### src/rtl/circular_wrapping_ramp_smoother_defines.svh
// ----------------------------------------------------------------------------
// Circular wrapping ramp smoother: assertion macros
// Shared helpers for the concurrent checks at the end of the RTL modules.
// ----------------------------------------------------------------------------
`ifndef CIRCULAR_WRAPPING_RAMP_SMOOTHER_DEFINES_SVH
`define CIRCULAR_WRAPPING_RAMP_SMOOTHER_DEFINES_SVH

// Check sampled on clk_i and switched off while rst_ni is low.
`define CWRS_ASSERT(label, prop, msg) \
  label: assert property (@(posedge clk_i) disable iff (!rst_ni) prop) \
    else $error(msg);

// Check sampled on clk_i that must also hold while reset is applied.
`define CWRS_ASSERT_ALWAYS(label, prop, msg) \
  label: assert property (@(posedge clk_i) prop) else $error(msg);

`endif

### src/rtl/cwrs_pkg.sv
// ----------------------------------------------------------------------------
// Circular wrapping ramp smoother: package
// Widths, reset values, register indexes, state types and divider handshake.
// ----------------------------------------------------------------------------
package cwrs_pkg;

  // Default field widths
  localparam int unsigned DATA_WIDTH_DEF  = 32;
  localparam int unsigned COUNT_WIDTH_DEF = 24;

  // Extra fraction bits carried by the level and slope (Q16.16 -> Q16.32)
  localparam int unsigned FRAC_BITS = 16;

  // Configuration register widths and reset values
  localparam int unsigned PERIOD_WIDTH = 24;
  localparam int unsigned CFG_IDX_W    = 2;

  localparam logic [PERIOD_WIDTH-1:0] PERIOD_RESET     = 24'd1;
  localparam logic [31:0]             RANGE_LOW_RESET  = 32'd0;
  localparam logic [31:0]             RANGE_HIGH_RESET = 32'd23592960;

  typedef enum logic [CFG_IDX_W-1:0] {
    CFG_PERIOD     = 2'd0,
    CFG_RANGE_LOW  = 2'd1,
    CFG_RANGE_HIGH = 2'd2
  } cwrs_cfg_e;

  // Sequencer states of the top level
  typedef enum logic [3:0] {
    ST_IDLE,
    ST_TWRAP_GO,
    ST_TWRAP_WAIT,
    ST_PRIME,
    ST_EMIT,
    ST_LWRAP_GO,
    ST_LWRAP_WAIT,
    ST_DIFF,
    ST_ABS,
    ST_FOLD,
    ST_SLOPE_WAIT
  } cwrs_state_e;

  // States of the bit-serial divider
  typedef enum logic [1:0] {
    DIV_IDLE,
    DIV_ABS,
    DIV_RUN,
    DIV_FIX
  } cwrs_div_state_e;

  typedef struct packed {
    logic start;
    logic negate;
  } cwrs_div_req_t;

  typedef struct packed {
    logic busy;
    logic done;
  } cwrs_div_sts_t;

endpackage

### src/rtl/cwrs_div.sv
// ----------------------------------------------------------------------------
// Circular wrapping ramp smoother: bit-serial divider
// Restoring divider taking one quotient bit per cycle. Gives the quotient
// rounded toward zero and the remainder with the sign of the divisor.
// ----------------------------------------------------------------------------
`include "circular_wrapping_ramp_smoother_defines.svh"

module cwrs_div #(
  parameter int unsigned NumWidth = cwrs_pkg::DATA_WIDTH_DEF + cwrs_pkg::FRAC_BITS + 1,
  parameter int unsigned DvsWidth = cwrs_pkg::DATA_WIDTH_DEF + 1
) (
  input  logic                          clk_i,
  input  logic                          rst_ni,
  input  cwrs_pkg::cwrs_div_req_t       req_i,
  input  logic signed [NumWidth-1:0]    dividend_i,
  input  logic        [DvsWidth-1:0]    divisor_i,
  output cwrs_pkg::cwrs_div_sts_t       sts_o,
  output logic        [NumWidth-1:0]    quot_o,
  output logic        [DvsWidth-1:0]    rem_o
);
  import cwrs_pkg::*;

  localparam int unsigned CntWidth = (NumWidth > 1) ? $clog2(NumWidth) : 1;

  cwrs_div_state_e       state_q, state_d;
  logic                  done_q, done_d;
  logic [NumWidth-1:0]   acc_q, acc_d;
  logic [DvsWidth-1:0]   rem_q, rem_d;
  logic [DvsWidth-1:0]   dvs_q, dvs_d;
  logic                  neg_q, neg_d;
  logic [CntWidth-1:0]   cnt_q, cnt_d;

  logic [DvsWidth:0]     rem_shift;
  logic [DvsWidth+1:0]   trial;
  logic                  ge;

  always_comb begin
    rem_shift = {rem_q, acc_q[NumWidth-1]};
    trial     = {1'b0, rem_shift} - {2'b00, dvs_q};
    ge        = ~trial[DvsWidth+1];

    state_d = state_q;
    done_d  = 1'b0;
    acc_d   = acc_q;
    rem_d   = rem_q;
    dvs_d   = dvs_q;
    neg_d   = neg_q;
    cnt_d   = cnt_q;

    unique case (state_q)
      DIV_IDLE: begin
        if (req_i.start) begin
          acc_d   = dividend_i;
          neg_d   = req_i.negate;
          dvs_d   = divisor_i;
          state_d = DIV_ABS;
        end
      end
      DIV_ABS: begin
        // Work on the magnitude; the sign is folded into neg.
        if (acc_q[NumWidth-1]) begin
          acc_d = -acc_q;
          neg_d = ~neg_q;
        end
        rem_d   = '0;
        cnt_d   = CntWidth'(NumWidth - 1);
        state_d = DIV_RUN;
      end
      DIV_RUN: begin
        rem_d = ge ? trial[DvsWidth-1:0] : rem_shift[DvsWidth-1:0];
        acc_d = {acc_q[NumWidth-2:0], ge};
        cnt_d = cnt_q - CntWidth'(1);
        if (cnt_q == '0) begin
          state_d = DIV_FIX;
        end
      end
      DIV_FIX: begin
        // A negative dividend or a negate request (not both) negates the quotient
        // and, when it is not zero, reflects the remainder to keep it non-negative.
        if (neg_q) begin
          acc_d = -acc_q;
          if (rem_q != '0) begin
            rem_d = dvs_q - rem_q;
          end
        end
        done_d  = 1'b1;
        state_d = DIV_IDLE;
      end
    endcase
  end

  always_ff @(posedge clk_i or negedge rst_ni) begin
    if (!rst_ni) begin
      state_q <= DIV_IDLE;
      done_q  <= 1'b0;
    end else begin
      state_q <= state_d;
      done_q  <= done_d;
    end
  end

  always_ff @(posedge clk_i) begin
    acc_q <= acc_d;
    rem_q <= rem_d;
    dvs_q <= dvs_d;
    neg_q <= neg_d;
    cnt_q <= cnt_d;
  end

  assign sts_o.busy = (state_q != DIV_IDLE);
  assign sts_o.done = done_q;
  assign quot_o     = acc_q;
  assign rem_o      = rem_q;

  `CWRS_ASSERT(a_div_start_idle, req_i.start |-> state_q == DIV_IDLE, "divider started while busy")
  `CWRS_ASSERT(a_div_done_pulse, done_q |=> !done_q, "divider done held for more than one cycle")
  `CWRS_ASSERT(a_div_rem_below, done_q |-> rem_q < dvs_q, "divider remainder not below divisor")

endmodule

### src/rtl/circular_wrapping_ramp_smoother.sv
// Output: a level beat is offered after its target beat is taken and passes the target wrap,
//   the prime step and the emit step, which waits while the output register is full.
// Input: a new target beat is taken only back in idle, after the level wrap and, when the
//   countdown expires, the slope division; all divisions share the single bit-serial divider.
// Reset: rst_ni is asynchronous and active low; it restores the register defaults and
//   leaves the ramp unprimed, so the first target after reset loads the level.
// ----------------------------------------------------------------------------
// Circular wrapping ramp smoother
// Ramps a Q16.16 level linearly toward each target around a circular range.
// ----------------------------------------------------------------------------
`include "circular_wrapping_ramp_smoother_defines.svh"

module circular_wrapping_ramp_smoother #(
  parameter int unsigned COUNT_WIDTH = cwrs_pkg::COUNT_WIDTH_DEF,
  parameter int unsigned DATA_WIDTH  = cwrs_pkg::DATA_WIDTH_DEF,
  localparam int unsigned CfgWidth   =
    (DATA_WIDTH > cwrs_pkg::PERIOD_WIDTH) ? DATA_WIDTH : cwrs_pkg::PERIOD_WIDTH
) (
  input  logic                              clk_i,
  input  logic                              rst_ni,
  // Configuration write port
  input  logic                              cfg_we_i,
  input  logic [cwrs_pkg::CFG_IDX_W-1:0]    cfg_index_i,
  input  logic [CfgWidth-1:0]               cfg_data_i,
  // Target channel
  input  logic                              in_valid_i,
  output logic                              in_ready_o,
  input  logic signed [DATA_WIDTH-1:0]      target_i,
  // Level channel
  output logic                              out_valid_o,
  input  logic                              out_ready_i,
  output logic signed [DATA_WIDTH-1:0]      level_o
);
  import cwrs_pkg::*;

  // The level and slope carry FRAC_BITS more fraction bits than the ports.
  localparam int unsigned LevelWidth = DATA_WIDTH + FRAC_BITS;
  // The divider sees signed values one bit wider than the level, which
  // covers the level difference as well as the wrap offsets.
  localparam int unsigned NumWidth   = LevelWidth + 1;
  // The divisor is either the range span (positive, DATA_WIDTH+1 bits) or
  // the reloaded countdown.
  localparam int unsigned DvsWidth   =
    (DATA_WIDTH + 1 > COUNT_WIDTH) ? DATA_WIDTH + 1 : COUNT_WIDTH;

  // --------------------------------------------------------------------------
  // Configuration registers
  // --------------------------------------------------------------------------
  logic [PERIOD_WIDTH-1:0]       period_q, period_d;
  logic signed [DATA_WIDTH-1:0]  range_low_q, range_low_d;
  logic signed [DATA_WIDTH-1:0]  range_high_q, range_high_d;

  always_comb begin
    period_d     = period_q;
    range_low_d  = range_low_q;
    range_high_d = range_high_q;
    if (cfg_we_i) begin
      unique case (cwrs_cfg_e'(cfg_index_i))
        CFG_PERIOD:     period_d     = cfg_data_i[PERIOD_WIDTH-1:0];
        CFG_RANGE_LOW:  range_low_d  = cfg_data_i[DATA_WIDTH-1:0];
        CFG_RANGE_HIGH: range_high_d = cfg_data_i[DATA_WIDTH-1:0];
        default: begin
          // Writes to an unused index are dropped.
        end
      endcase
    end
  end

  // The span of the circle is kept in a register of its own so that the
  // fold compare does not sit behind a second subtractor. The user must
  // change configuration only while the block is idle (the block does not
  // enforce this); then the span is settled when the sequencer reads it.
  logic signed [DATA_WIDTH:0]    span_q, span_d;
  logic                          span_pos;
  logic [DvsWidth-1:0]           span_divisor;

  assign span_d       = {range_high_q[DATA_WIDTH-1], range_high_q}
                      - {range_low_q[DATA_WIDTH-1], range_low_q};
  assign span_pos     = !span_q[DATA_WIDTH] && (span_q != '0);
  assign span_divisor = DvsWidth'($unsigned(span_q));

  // --------------------------------------------------------------------------
  // Ramp state and working registers
  // --------------------------------------------------------------------------
  cwrs_state_e                   state_q, state_d;
  logic                          primed_q, primed_d;
  logic [COUNT_WIDTH-1:0]        count_q, count_d;
  logic signed [LevelWidth-1:0]  level_q, level_d;
  logic signed [LevelWidth-1:0]  slope_q, slope_d;
  logic signed [DATA_WIDTH-1:0]  tgt_raw_q, tgt_raw_d;
  logic signed [DATA_WIDTH-1:0]  tgt_hi_q, tgt_hi_d;
  logic signed [LevelWidth:0]    sum_q, sum_d;
  logic signed [LevelWidth:0]    diff_q, diff_d;
  logic [LevelWidth:0]           mag_q, mag_d;
  logic                          diff_neg_q, diff_neg_d;
  logic                          out_valid_q, out_valid_d;
  logic signed [DATA_WIDTH-1:0]  out_level_q, out_level_d;

  // --------------------------------------------------------------------------
  // Shared divider
  // --------------------------------------------------------------------------
  cwrs_div_req_t                 div_req;
  cwrs_div_sts_t                 div_sts;
  logic signed [NumWidth-1:0]    div_dividend;
  logic [DvsWidth-1:0]           div_divisor;
  logic [NumWidth-1:0]           div_quot;
  logic [DvsWidth-1:0]           div_rem;

  cwrs_div #(
    .NumWidth (NumWidth),
    .DvsWidth (DvsWidth)
  ) u_div (
    .clk_i      (clk_i),
    .rst_ni     (rst_ni),
    .req_i      (div_req),
    .dividend_i (div_dividend),
    .divisor_i  (div_divisor),
    .sts_o      (div_sts),
    .quot_o     (div_quot),
    .rem_o      (div_rem)
  );

  // --------------------------------------------------------------------------
  // Datapath helpers
  // --------------------------------------------------------------------------
  logic signed [NumWidth-1:0]    low_ext;
  logic signed [NumWidth-1:0]    tgt_offset;
  logic signed [NumWidth-1:0]    lvl_offset;
  logic [COUNT_WIDTH-1:0]        period_cnt;
  logic [COUNT_WIDTH-1:0]        reload;
  logic [LevelWidth:0]           alt;
  logic                          fold;

  // Both wraps work on whole units only: the bounds have no fraction bits
  // beyond Q16.16, so the extra fraction of the level passes straight by
  // and only the part above it is reduced modulo the span.
  assign low_ext    = NumWidth'(range_low_q);
  assign tgt_offset = NumWidth'(tgt_raw_q) - low_ext;
  assign lvl_offset = NumWidth'($signed(sum_q[LevelWidth:FRAC_BITS])) - low_ext;

  // A period of zero reloads the countdown as one.
  assign period_cnt = COUNT_WIDTH'(period_q);
  assign reload     = (period_cnt == '0) ? COUNT_WIDTH'(1) : period_cnt;

  // Going the other way round the circle covers span - |d|. A tie keeps
  // the direct way.
  assign alt  = $unsigned({span_q, {FRAC_BITS{1'b0}}}) - mag_q;
  assign fold = span_pos && (mag_q > alt);

  // --------------------------------------------------------------------------
  // Sequencer
  // --------------------------------------------------------------------------
  always_comb begin
    state_d      = state_q;
    primed_d     = primed_q;
    count_d      = count_q;
    level_d      = level_q;
    slope_d      = slope_q;
    tgt_raw_d    = tgt_raw_q;
    tgt_hi_d     = tgt_hi_q;
    sum_d        = sum_q;
    diff_d       = diff_q;
    mag_d        = mag_q;
    diff_neg_d   = diff_neg_q;
    out_valid_d  = out_valid_q && !out_ready_i;
    out_level_d  = out_level_q;
    div_req      = '0;
    div_dividend = tgt_offset;
    div_divisor  = span_divisor;
    in_ready_o   = 1'b0;

    unique case (state_q)
      ST_IDLE: begin
        // A new target may come in while the previous level beat still
        // waits in the output register.
        in_ready_o = 1'b1;
        if (in_valid_i) begin
          tgt_raw_d = target_i;
          state_d   = ST_TWRAP_GO;
        end
      end
      ST_TWRAP_GO: begin
        if (span_pos) begin
          div_req.start = 1'b1;
          state_d       = ST_TWRAP_WAIT;
        end else begin
          // An empty or inverted range maps everything onto the low bound.
          tgt_hi_d = range_low_q;
          state_d  = ST_PRIME;
        end
      end
      ST_TWRAP_WAIT: begin
        if (div_sts.done) begin
          tgt_hi_d = range_low_q + div_rem[DATA_WIDTH-1:0];
          state_d  = ST_PRIME;
        end
      end
      ST_PRIME: begin
        // The first target after reset becomes the level, and the
        // countdown is left to expire on this same beat.
        if (!primed_q) begin
          level_d  = {tgt_hi_q, {FRAC_BITS{1'b0}}};
          slope_d  = '0;
          count_d  = COUNT_WIDTH'(1);
          primed_d = 1'b1;
        end
        state_d = ST_EMIT;
      end
      ST_EMIT: begin
        if (!out_valid_q || out_ready_i) begin
          out_valid_d = 1'b1;
          out_level_d = level_q[LevelWidth-1:FRAC_BITS];
          sum_d       = {level_q[LevelWidth-1], level_q}
                      + {slope_q[LevelWidth-1], slope_q};
          state_d     = ST_LWRAP_GO;
        end
      end
      ST_LWRAP_GO: begin
        if (span_pos) begin
          div_req.start = 1'b1;
          div_dividend  = lvl_offset;
          state_d       = ST_LWRAP_WAIT;
        end else begin
          level_d = {range_low_q, {FRAC_BITS{1'b0}}};
          state_d = ST_DIFF;
        end
      end
      ST_LWRAP_WAIT: begin
        div_dividend = lvl_offset;
        if (div_sts.done) begin
          level_d = {range_low_q + div_rem[DATA_WIDTH-1:0], sum_q[FRAC_BITS-1:0]};
          state_d = ST_DIFF;
        end
      end
      ST_DIFF: begin
        // A countdown of one (or zero) expires and starts a new segment.
        if (count_q[COUNT_WIDTH-1:1] == '0) begin
          count_d = reload;
          diff_d  = {tgt_hi_q[DATA_WIDTH-1], tgt_hi_q, {FRAC_BITS{1'b0}}}
                  - {level_q[LevelWidth-1], level_q};
          state_d = ST_ABS;
        end else begin
          count_d = count_q - COUNT_WIDTH'(1);
          state_d = ST_IDLE;
        end
      end
      ST_ABS: begin
        mag_d      = diff_q[LevelWidth] ? $unsigned(-diff_q) : $unsigned(diff_q);
        diff_neg_d = diff_q[LevelWidth];
        state_d    = ST_FOLD;
      end
      ST_FOLD: begin
        // When folded, the slope heads the other way round: alt with the
        // sign opposite to the direct difference.
        div_req.start  = 1'b1;
        div_req.negate = fold && !diff_neg_q;
        div_dividend   = fold ? $signed(alt) : diff_q;
        div_divisor    = DvsWidth'(count_q);
        state_d        = ST_SLOPE_WAIT;
      end
      ST_SLOPE_WAIT: begin
        div_divisor = DvsWidth'(count_q);
        if (div_sts.done) begin
          slope_d = div_quot[LevelWidth-1:0];
          state_d = ST_IDLE;
        end
      end
      default: begin
        state_d = ST_IDLE;
      end
    endcase
  end

  // --------------------------------------------------------------------------
  // Registers
  // --------------------------------------------------------------------------
  always_ff @(posedge clk_i or negedge rst_ni) begin
    if (!rst_ni) begin
      period_q     <= PERIOD_RESET;
      range_low_q  <= RANGE_LOW_RESET[DATA_WIDTH-1:0];
      range_high_q <= RANGE_HIGH_RESET[DATA_WIDTH-1:0];
      state_q      <= ST_IDLE;
      primed_q     <= 1'b0;
      count_q      <= COUNT_WIDTH'(1);
      out_valid_q  <= 1'b0;
    end else begin
      period_q     <= period_d;
      range_low_q  <= range_low_d;
      range_high_q <= range_high_d;
      state_q      <= state_d;
      primed_q     <= primed_d;
      count_q      <= count_d;
      out_valid_q  <= out_valid_d;
    end
  end

  always_ff @(posedge clk_i) begin
    span_q      <= span_d;
    level_q     <= level_d;
    slope_q     <= slope_d;
    tgt_raw_q   <= tgt_raw_d;
    tgt_hi_q    <= tgt_hi_d;
    sum_q       <= sum_d;
    diff_q      <= diff_d;
    mag_q       <= mag_d;
    diff_neg_q  <= diff_neg_d;
    out_level_q <= out_level_d;
  end

  assign out_valid_o = out_valid_q;
  assign level_o     = out_level_q;

  // --------------------------------------------------------------------------
  // Checks
  // --------------------------------------------------------------------------
  `CWRS_ASSERT_ALWAYS(a_count_nonzero, !rst_ni || count_q != '0, "countdown reached zero")
  `CWRS_ASSERT(a_out_from_emit, $rose(out_valid_o) |-> $past(state_q) == ST_EMIT, "level beat raised outside the emit step")
  `CWRS_ASSERT(a_done_expected, div_sts.done |-> (state_q == ST_TWRAP_WAIT || state_q == ST_LWRAP_WAIT || state_q == ST_SLOPE_WAIT), "divider result arrived while nobody waits for it")

endmodule

### config.mk
export PLATFORM = sky130hd
export DESIGN_NAME = circular_wrapping_ramp_smoother
export DESIGN_NICKNAME = d
export VERILOG_FILES = /design/src/rtl/cwrs_pkg.sv /design/src/rtl/cwrs_div.sv /design/src/rtl/circular_wrapping_ramp_smoother.sv
export VERILOG_INCLUDE_DIRS = /design/src /design/src/rtl
export SDC_FILE = /design/constraint.sdc
export NUM_CORES = 2
export LEC_CHECK = 0
export CAP_MARGIN = 20
export CORE_MARGIN = 2
export CORE_UTILIZATION = 30
export CTS_CLUSTER_SIZE = 28
export DETAILED_ROUTE_END_ITERATION = 10
export DONT_BUFFER_PORTS = 1
export MAX_ROUTING_LAYER = met4
export PLACE_DENSITY = 0.45
export RECOVER_POWER = 25
export SYNTH_ARGS = -nofsm -noshare
export SYNTH_HDL_FRONTEND = slang
export SYNTH_SLANG_ARGS = --single-unit
### constraint.sdc
create_clock -name clk_i -period 28.6 [get_ports clk_i]
set_input_delay 2.86 -clock clk_i [delete_from_list [all_inputs] [get_ports clk_i]]
set_output_delay 2.86 -clock clk_i [all_outputs]
set_load 0.01 [all_outputs]
# ---- Word-level counts from Yosys, hierarchy flattened
# Cells that the tools add are included.
dict set report totals {
  regBits 616
  latchBits 0
  mem_bits_rw 0
  mem_bits_ro 0
  inputBits 71
  output_inout_bits 34
  elab_cells 164
  mem_count 0
}
dict set report classes {
  add_sub_neg 13
  n_mul 0
  div_mod_pow 0
  order_cmp 1
  n_eq_ne 28
  shift 0
  muxes 50
  bitwise_logic 2
  n_reduce_logical 43
}
# op count
set ops {}
lappend ops {{two-way mux 48 bit} 6}
lappend ops {{two-way mux 49 bit} 5}
lappend ops {{one-hot mux 49 bit (4 select lines)} 1}
lappend ops {{one-hot mux 49 bit (3 select lines)} 1}
lappend ops {{one-hot mux 48 bit (3 select lines)} 1}
lappend ops {{two-way mux 33 bit} 3}
lappend ops {{one-hot mux 33 bit (3 select lines)} 1}
lappend ops {{negator 49 bit} 2}
lappend ops {{two-way mux 24 bit} 4}
lappend ops {{one-hot mux 48 bit (2 select lines)} 1}
lappend ops {{nonzero test 33 bit} 2}
lappend ops {{subtractor 32 x 32 -> 33 bit} 2}
lappend ops {{two-way mux 32 bit} 2}
lappend ops {{one-hot mux 32 bit (2 select lines)} 1}
lappend ops {{adder 48 x 48 -> 49 bit} 1}
lappend ops {{> comparator 49 bit} 1}
lappend ops {{subtractor 48 x 48 -> 49 bit} 1}
lappend ops {{subtractor 49 bit} 1}
lappend ops {{one-hot mux 24 bit (2 select lines)} 1}
lappend ops {{one-hot mux 4 bit (11 select lines)} 1}
lappend ops {{subtractor 34 x 33 -> 35 bit} 1}
lappend ops {{subtractor 33 x 32 -> 34 bit} 1}
lappend ops {{subtractor 33 bit} 1}
lappend ops {{adder 32 bit} 1}
lappend ops {{32 further kinds} 95}

# ---- Depth between registers and ports, before layout
dict set report logic_depth {
  word_depth 7
  mapped_depth 28
  depth_no_buf 24
}

# ---- Hierarchy
# A second synthesis with hierarchy kept.
dict set report unflattened {
  hier_cells 4507
  area_unflattened_um2 43513.0
}
# mod n_inst cells_each area_per_inst_um2 seq_area_each_um2
set by_module_without_submodules {}
lappend by_module_without_submodules {circular_wrapping_ramp_smoother 1 3383 33532.2 13830.8}
lappend by_module_without_submodules {cwrs_div 1 1124 9980.8 3738.6}

# ---- Least setup slack after synthesis
# Ideal clock, no wire load.
dict set report synth_timing {
  path_kind {input port to flip-flop}
  start {in out_ready_i}
  end {reg out_level_q[0] (netlist: level_o[0]) (enable)}
  setup_ns 0.720
  arrival_time_ns 10.562
  required_time_ns 27.880
  setup_slack_ns 17.318
  path_stages 2
  n_path_buf 0
  path_cell_list {nor2b_1 -> nor4_1}
}
dict set report synth_between {
  elab_chain_len 2
}
# item line
set synth_lines {}
lappend synth_lines {{from (decl)} circular_wrapping_ramp_smoother.sv:31} ;# input logic out_ready_i,
lappend synth_lines {{logical OR 1 bit} circular_wrapping_ramp_smoother.sv:210} ;# if (!out_valid_q || out_ready_i) begin
lappend synth_lines {{AND reduction 2 bit (no source line)} n/a}
lappend synth_lines {{to (signal assigned)} circular_wrapping_ramp_smoother.sv:307} ;# out_level_q <= out_level_d;
lappend synth_lines {{to (decl)} circular_wrapping_ramp_smoother.sv:97} ;# logic signed [DATA_WIDTH-1:0] out_level_q, out_level_d;
# Every way passes these cells.
# A chain may end at the register's enable or synchronous reset.

# ---- Final worst setup path
dict set report layout_timing {
  start {reg mag_q[1]}
  end {reg u_div.acc_q[3] (netlist: u_div.quot_o[3]) (data pin)}
}
dict set report layout_between {
  elab_chain_len 7
}
# item line
set layout_lines {}
lappend layout_lines {{from (decl)} circular_wrapping_ramp_smoother.sv:94} ;# logic [LevelWidth:0] mag_q, mag_d;
lappend layout_lines {{from (signal assigned)} circular_wrapping_ramp_smoother.sv:305} ;# mag_q <= mag_d;
lappend layout_lines {{subtractor 49 bit} circular_wrapping_ramp_smoother.sv:147} ;# assign alt = $unsigned({span_q, {FRAC_BITS{1'b0}}}) - mag_q;
lappend layout_lines {{> comparator 49 bit} circular_wrapping_ramp_smoother.sv:148} ;# assign fold = span_pos && (mag_q > alt);
lappend layout_lines {{logical AND 1 bit} circular_wrapping_ramp_smoother.sv:148}
lappend layout_lines {{two-way mux 49 bit (*)} circular_wrapping_ramp_smoother.sv:257} ;# div_dividend = fold ? $signed(alt) : diff_q;
lappend layout_lines {{one-hot mux 49 bit (3 select lines) (*)} circular_wrapping_ramp_smoother.sv:172} ;# unique case (state_q)
lappend layout_lines {{two-way mux 49 bit (*)} cwrs_div.sv:52} ;# if (req_i.start) begin
lappend layout_lines {{one-hot mux 49 bit (4 select lines) (*)} cwrs_div.sv:50} ;# unique case (state_q)
lappend layout_lines {{via u_div.acc_d[3]} cwrs_div.sv:27} ;# logic [NumWidth-1:0] acc_q, acc_d;
lappend layout_lines {{to (signal assigned)} cwrs_div.sv:103} ;# acc_q <= acc_d;
lappend layout_lines {{to (decl)} cwrs_div.sv:27}
# The timed path passes the listed nets; every way through them passes the cells marked *. The select of a mux whose other input is x is not followed.

==> reports/qor.yml <==
status:
  outcome: "finished with violations"
  violations: "max-capacitance violations, max-slew violations"
floorplanning:
  die_y_um: 380
  die_x_um: 380
  dieArea_um2: 144000
  start_util_pct: 30.3
  ioPinCount: 105
  fp.coreArea_um2: 140000
  rows: 137
cells_and_area:
  drive_gt1_share_pct: 8.13
  area_growth_pct: 11.9
  nets: 4734
  stdcell_count: 6250
  postLayoutCoreUtil_pct: 33.9
  n_fill_cell: 14271
detailed_routing:
  wl_um: 154000
  met2_length_um: 66400
  dr_wl_met3_um: 8770
  dr.first_iter.drc_count: 3234
  drt-met1-wl_um: 75400
  dr.pass1.iters: 6
  via_count: 33804
  routed.top_layer: "met4"
  antenna_left: 0
  via_per_inst: 5.41
  drc: 0
  wire_per_inst_um: 24.6
yosys:
  yosysUniqueCellTypes: 82
  synth_area_per_cell_um2: 9.89
  synth-warning-count: 0
  synthArstFlopShare_pct: 19.6
  syn-num-nets: 4715
  synth_ff_type: "edfxtp_1"
  synthCells: 4279
  synth_seq_area_share_pct: 41.5
  synth_area_um2: 42300
  ys_seq_elements: 616
  synth-edff-count: 462
worst_setup_path:
  critical_path.max_fanout: 81
  end_kind: "register"
  r2r-start: "mag_q[1]"
  crit_type: "register to register"
  reg2reg_slack_ps: 20740
  r2r_cells: 22
  startpoint_type: "register"
  crit_required_ps: 29000
  worstPathArrival_ps: 8260
  rr_endpoint: "u_div.quot_o[3]"
clocking:
  root_buffer: "clkbuf_16"
  clk_pin_slew_ps: 60
  cts_buffers: 80
  h-tree-depth: 3
  clk_latency_ps: 700
  post_cts_resize_count: 0
  cts_hold_buffers: 0
  cts_tree: "built"
  clock-sinks: 616
  cts_setup_buffers: 0
  clk_path_buf_depth: 3
timing:
  hold_viol: 0
  rsz0062_at_grt: "no"
  fmaxAchievable_mhz: 127
  period_minus_slack_ps: 7860
  tns_ps: 0
  max_slew_margin_pct: -123
  fin_crit_sh_pct: 27.5
  skew_ps: 39.4
  fin_ws_ps: 20740
  setup_viol: 0
  fin_hold_ws_ps: 495
  worstMarginPinSlew_ps: 3340
  slew_violations: 229
global_routing:
  overflow: 0
  antenna_found_initial: 16
  grt_pass1_wl_um: 226000
  grt_max_degree: 122
  grt_use_total_pct: 21.5
  grt_pass1_vias: 32262
hold_path:
  hold_path_end: "count_q[22]"
  hold_class: "register to register"
  whs_path_depth: 2
  min_from: "period_cnt[22]"
power:
  p_leak_nw: 18.5
  vdd_ir_drop_max_v: 0.0000488
  p_per_area_nw_per_um2: 81.9
placed_design:
  hpwl_um: 120000
  portBuffers: 0
  place_ws_ps: 20870
  dp.cells: 6092
  routabilityCongestion: 0.903
flow_run:
  maxCapViolations: 5
==> sequential cells by signal, indices dropped and copies added, names as in the netlist, 33 cells and up <==
register	flops
mag_q	49
slope_q	48
u_div.quot_o	49
sum_q	49
span_divisor	33
level_q	48
diff_q	49
u_div.rem_o	33
u_div.dvs_q	33
==> where the power goes <==
group | total [mW] | internal [mW] | switching [mW]
Combinational | 1.58 | 0.656 | 0.919
Sequential | 1.26 | 1.09 | 0.172
Clock | 1.04 | 0.600 | 0.439
==> cells in the mapped netlist, types with 50 or more instances <==
library cell / number / area, um^2
and2_1: 78 / 488
a21oi_1: 350 / 1750
inv_1: 296 / 1110
o21ai_0: 320 / 1600
xor2_1: 123 / 1080
dfrtp_1: 115 / 2880
nand2_1: 273 / 1020
and3_1: 50 / 313
nand2b_1: 65 / 407
nand3_1: 76 / 380
nor3_1: 80 / 400
a221oi_1: 65 / 569
nor4_1: 56 / 350
mux2_2: 118 / 1330
clkbuf_1: 110 / 413
edfxtp_1: 462 / 13900
xnor2_1: 257 / 2250
a21o_1: 133 / 998
nor2_1: 217 / 815
ha_1: 358 / 4480
nor2b_1: 52 / 325
==> worst max-delay path: stages (launching register included) <==
cell and delay, ps:
edfxtp_1 450, inv_1 90, ha_1 210, nor3b_1 740
nand4_1 540, o22ai_1 340, o221ai_1 310, o31ai_1 640
a21bo_2 260, a41oi_1 190, o221a_2 310, nor3_1 230
xnor2_1 130, ha_1 300, nand4_1 140, or2_2 350
nor3_1 370, and3_1 240, a311o_2 160, buf_4 690
mux2_2 420, a221oi_1 280, a21oi_1 100
==> kinds of logic (layout without fill, tap and decap cells) <==
| family | count (synthesis) | after routing | synth area share, % |
|---|---|---|---|
| AO/OA/AOI/OAI | 1273 | 1273 | 19.2 |
| AND/OR/NAND/NOR | 1085 | 1085 | 13.1 |
| flip-flops | 616 | 616 | 41.5 |
| buffers and inverters | 415 | 502 | 3.68 |
| XOR/XNOR | 380 | 380 | 7.87 |
| adder cells (fa/ha/maj) | 365 | 365 | 10.9 |
| multiplexers | 145 | 145 | 3.78 |
| other | 0 | 8 | 0 |
==> routing by layer <==
layer  vias up  global-route usage, %
li1      16009                      -
met1     16597                   31.2
met2      1041                   31.6
met3       157                   2.78
met4         0                   4.67
met5         -                      -
==> worst max-delay path by stage <==
stage / end / slack (ps) / from / cells past startpoint
2_1_floorplan: level_o[0] / 17320 / out_ready_i / 2
3_3_place_gp: u_div.quot_o[3] / 21000 / mag_q[1] / 22
3_5_place_dp: u_div.quot_o[3] / 20870 / mag_q[1] / 22
4_1_cts: u_div.quot_o[3] / 20830 / mag_q[1] / 22
5_1_grt: u_div.quot_o[2] / 20190 / mag_q[1] / 24
6_report: u_div.quot_o[3] / 20740 / mag_q[1] / 22
==> cell type report <==
| cell class | instances | area, um^2 | area share, % |
|---|---|---|---|
| multi-input cells | 3248 | 23300 | 49.1 |
| diodes | 8 | 20.0 | 0.0423 |
| clock buffers | 111 | 2200 | 4.64 |
| flip-flops and latches | 616 | 17600 | 37.1 |
| clock inverters | 39 | 462 | 0.975 |
| well taps | 1876 | 2350 | 4.96 |
| repair buffers | 55 | 383 | 0.808 |
| inverters | 297 | 1110 | 2.35 |
==> layout by cell type, fill, tap and decap left out, drive strengths merged, types with 14 or more instances in the layout <==
cell type / instances
and2: 78
nand3: 76
clkbuf: 119
inv: 304
clkinv: 25
nor3: 80
a221oi: 65
buf: 47
nor4: 58
or4: 22
o21a: 38
a31oi: 41
edfxtp: 462
a21o: 133
nand2b: 66
a211oi: 32
xnor2: 257
and3: 50
a22oi: 38
xor2: 123
o21bai: 43
a21oi: 350
dfxtp: 33
o211ai: 14
nand4: 34
ha: 358
o41ai: 14
nor2b: 52
nand3b: 15
mux2: 118
mux2i: 27
dfrtp: 115
or3: 29
nand2: 273
o31ai: 29
o21ai: 320
o22ai: 34
nor2: 217
==> per-stage QoR <==
step | area [um^2] | power (mW)
after global routing | 47400 | 4.11
after floorplan | 42300 | 2.35
final | 47400 | 3.88
after global placement | 44700 | 2.83
after CTS | 47400 | 3.89
after detailed placement | 44700 | 2.83
No activity file was read; power rests on OpenSTA's default activity.
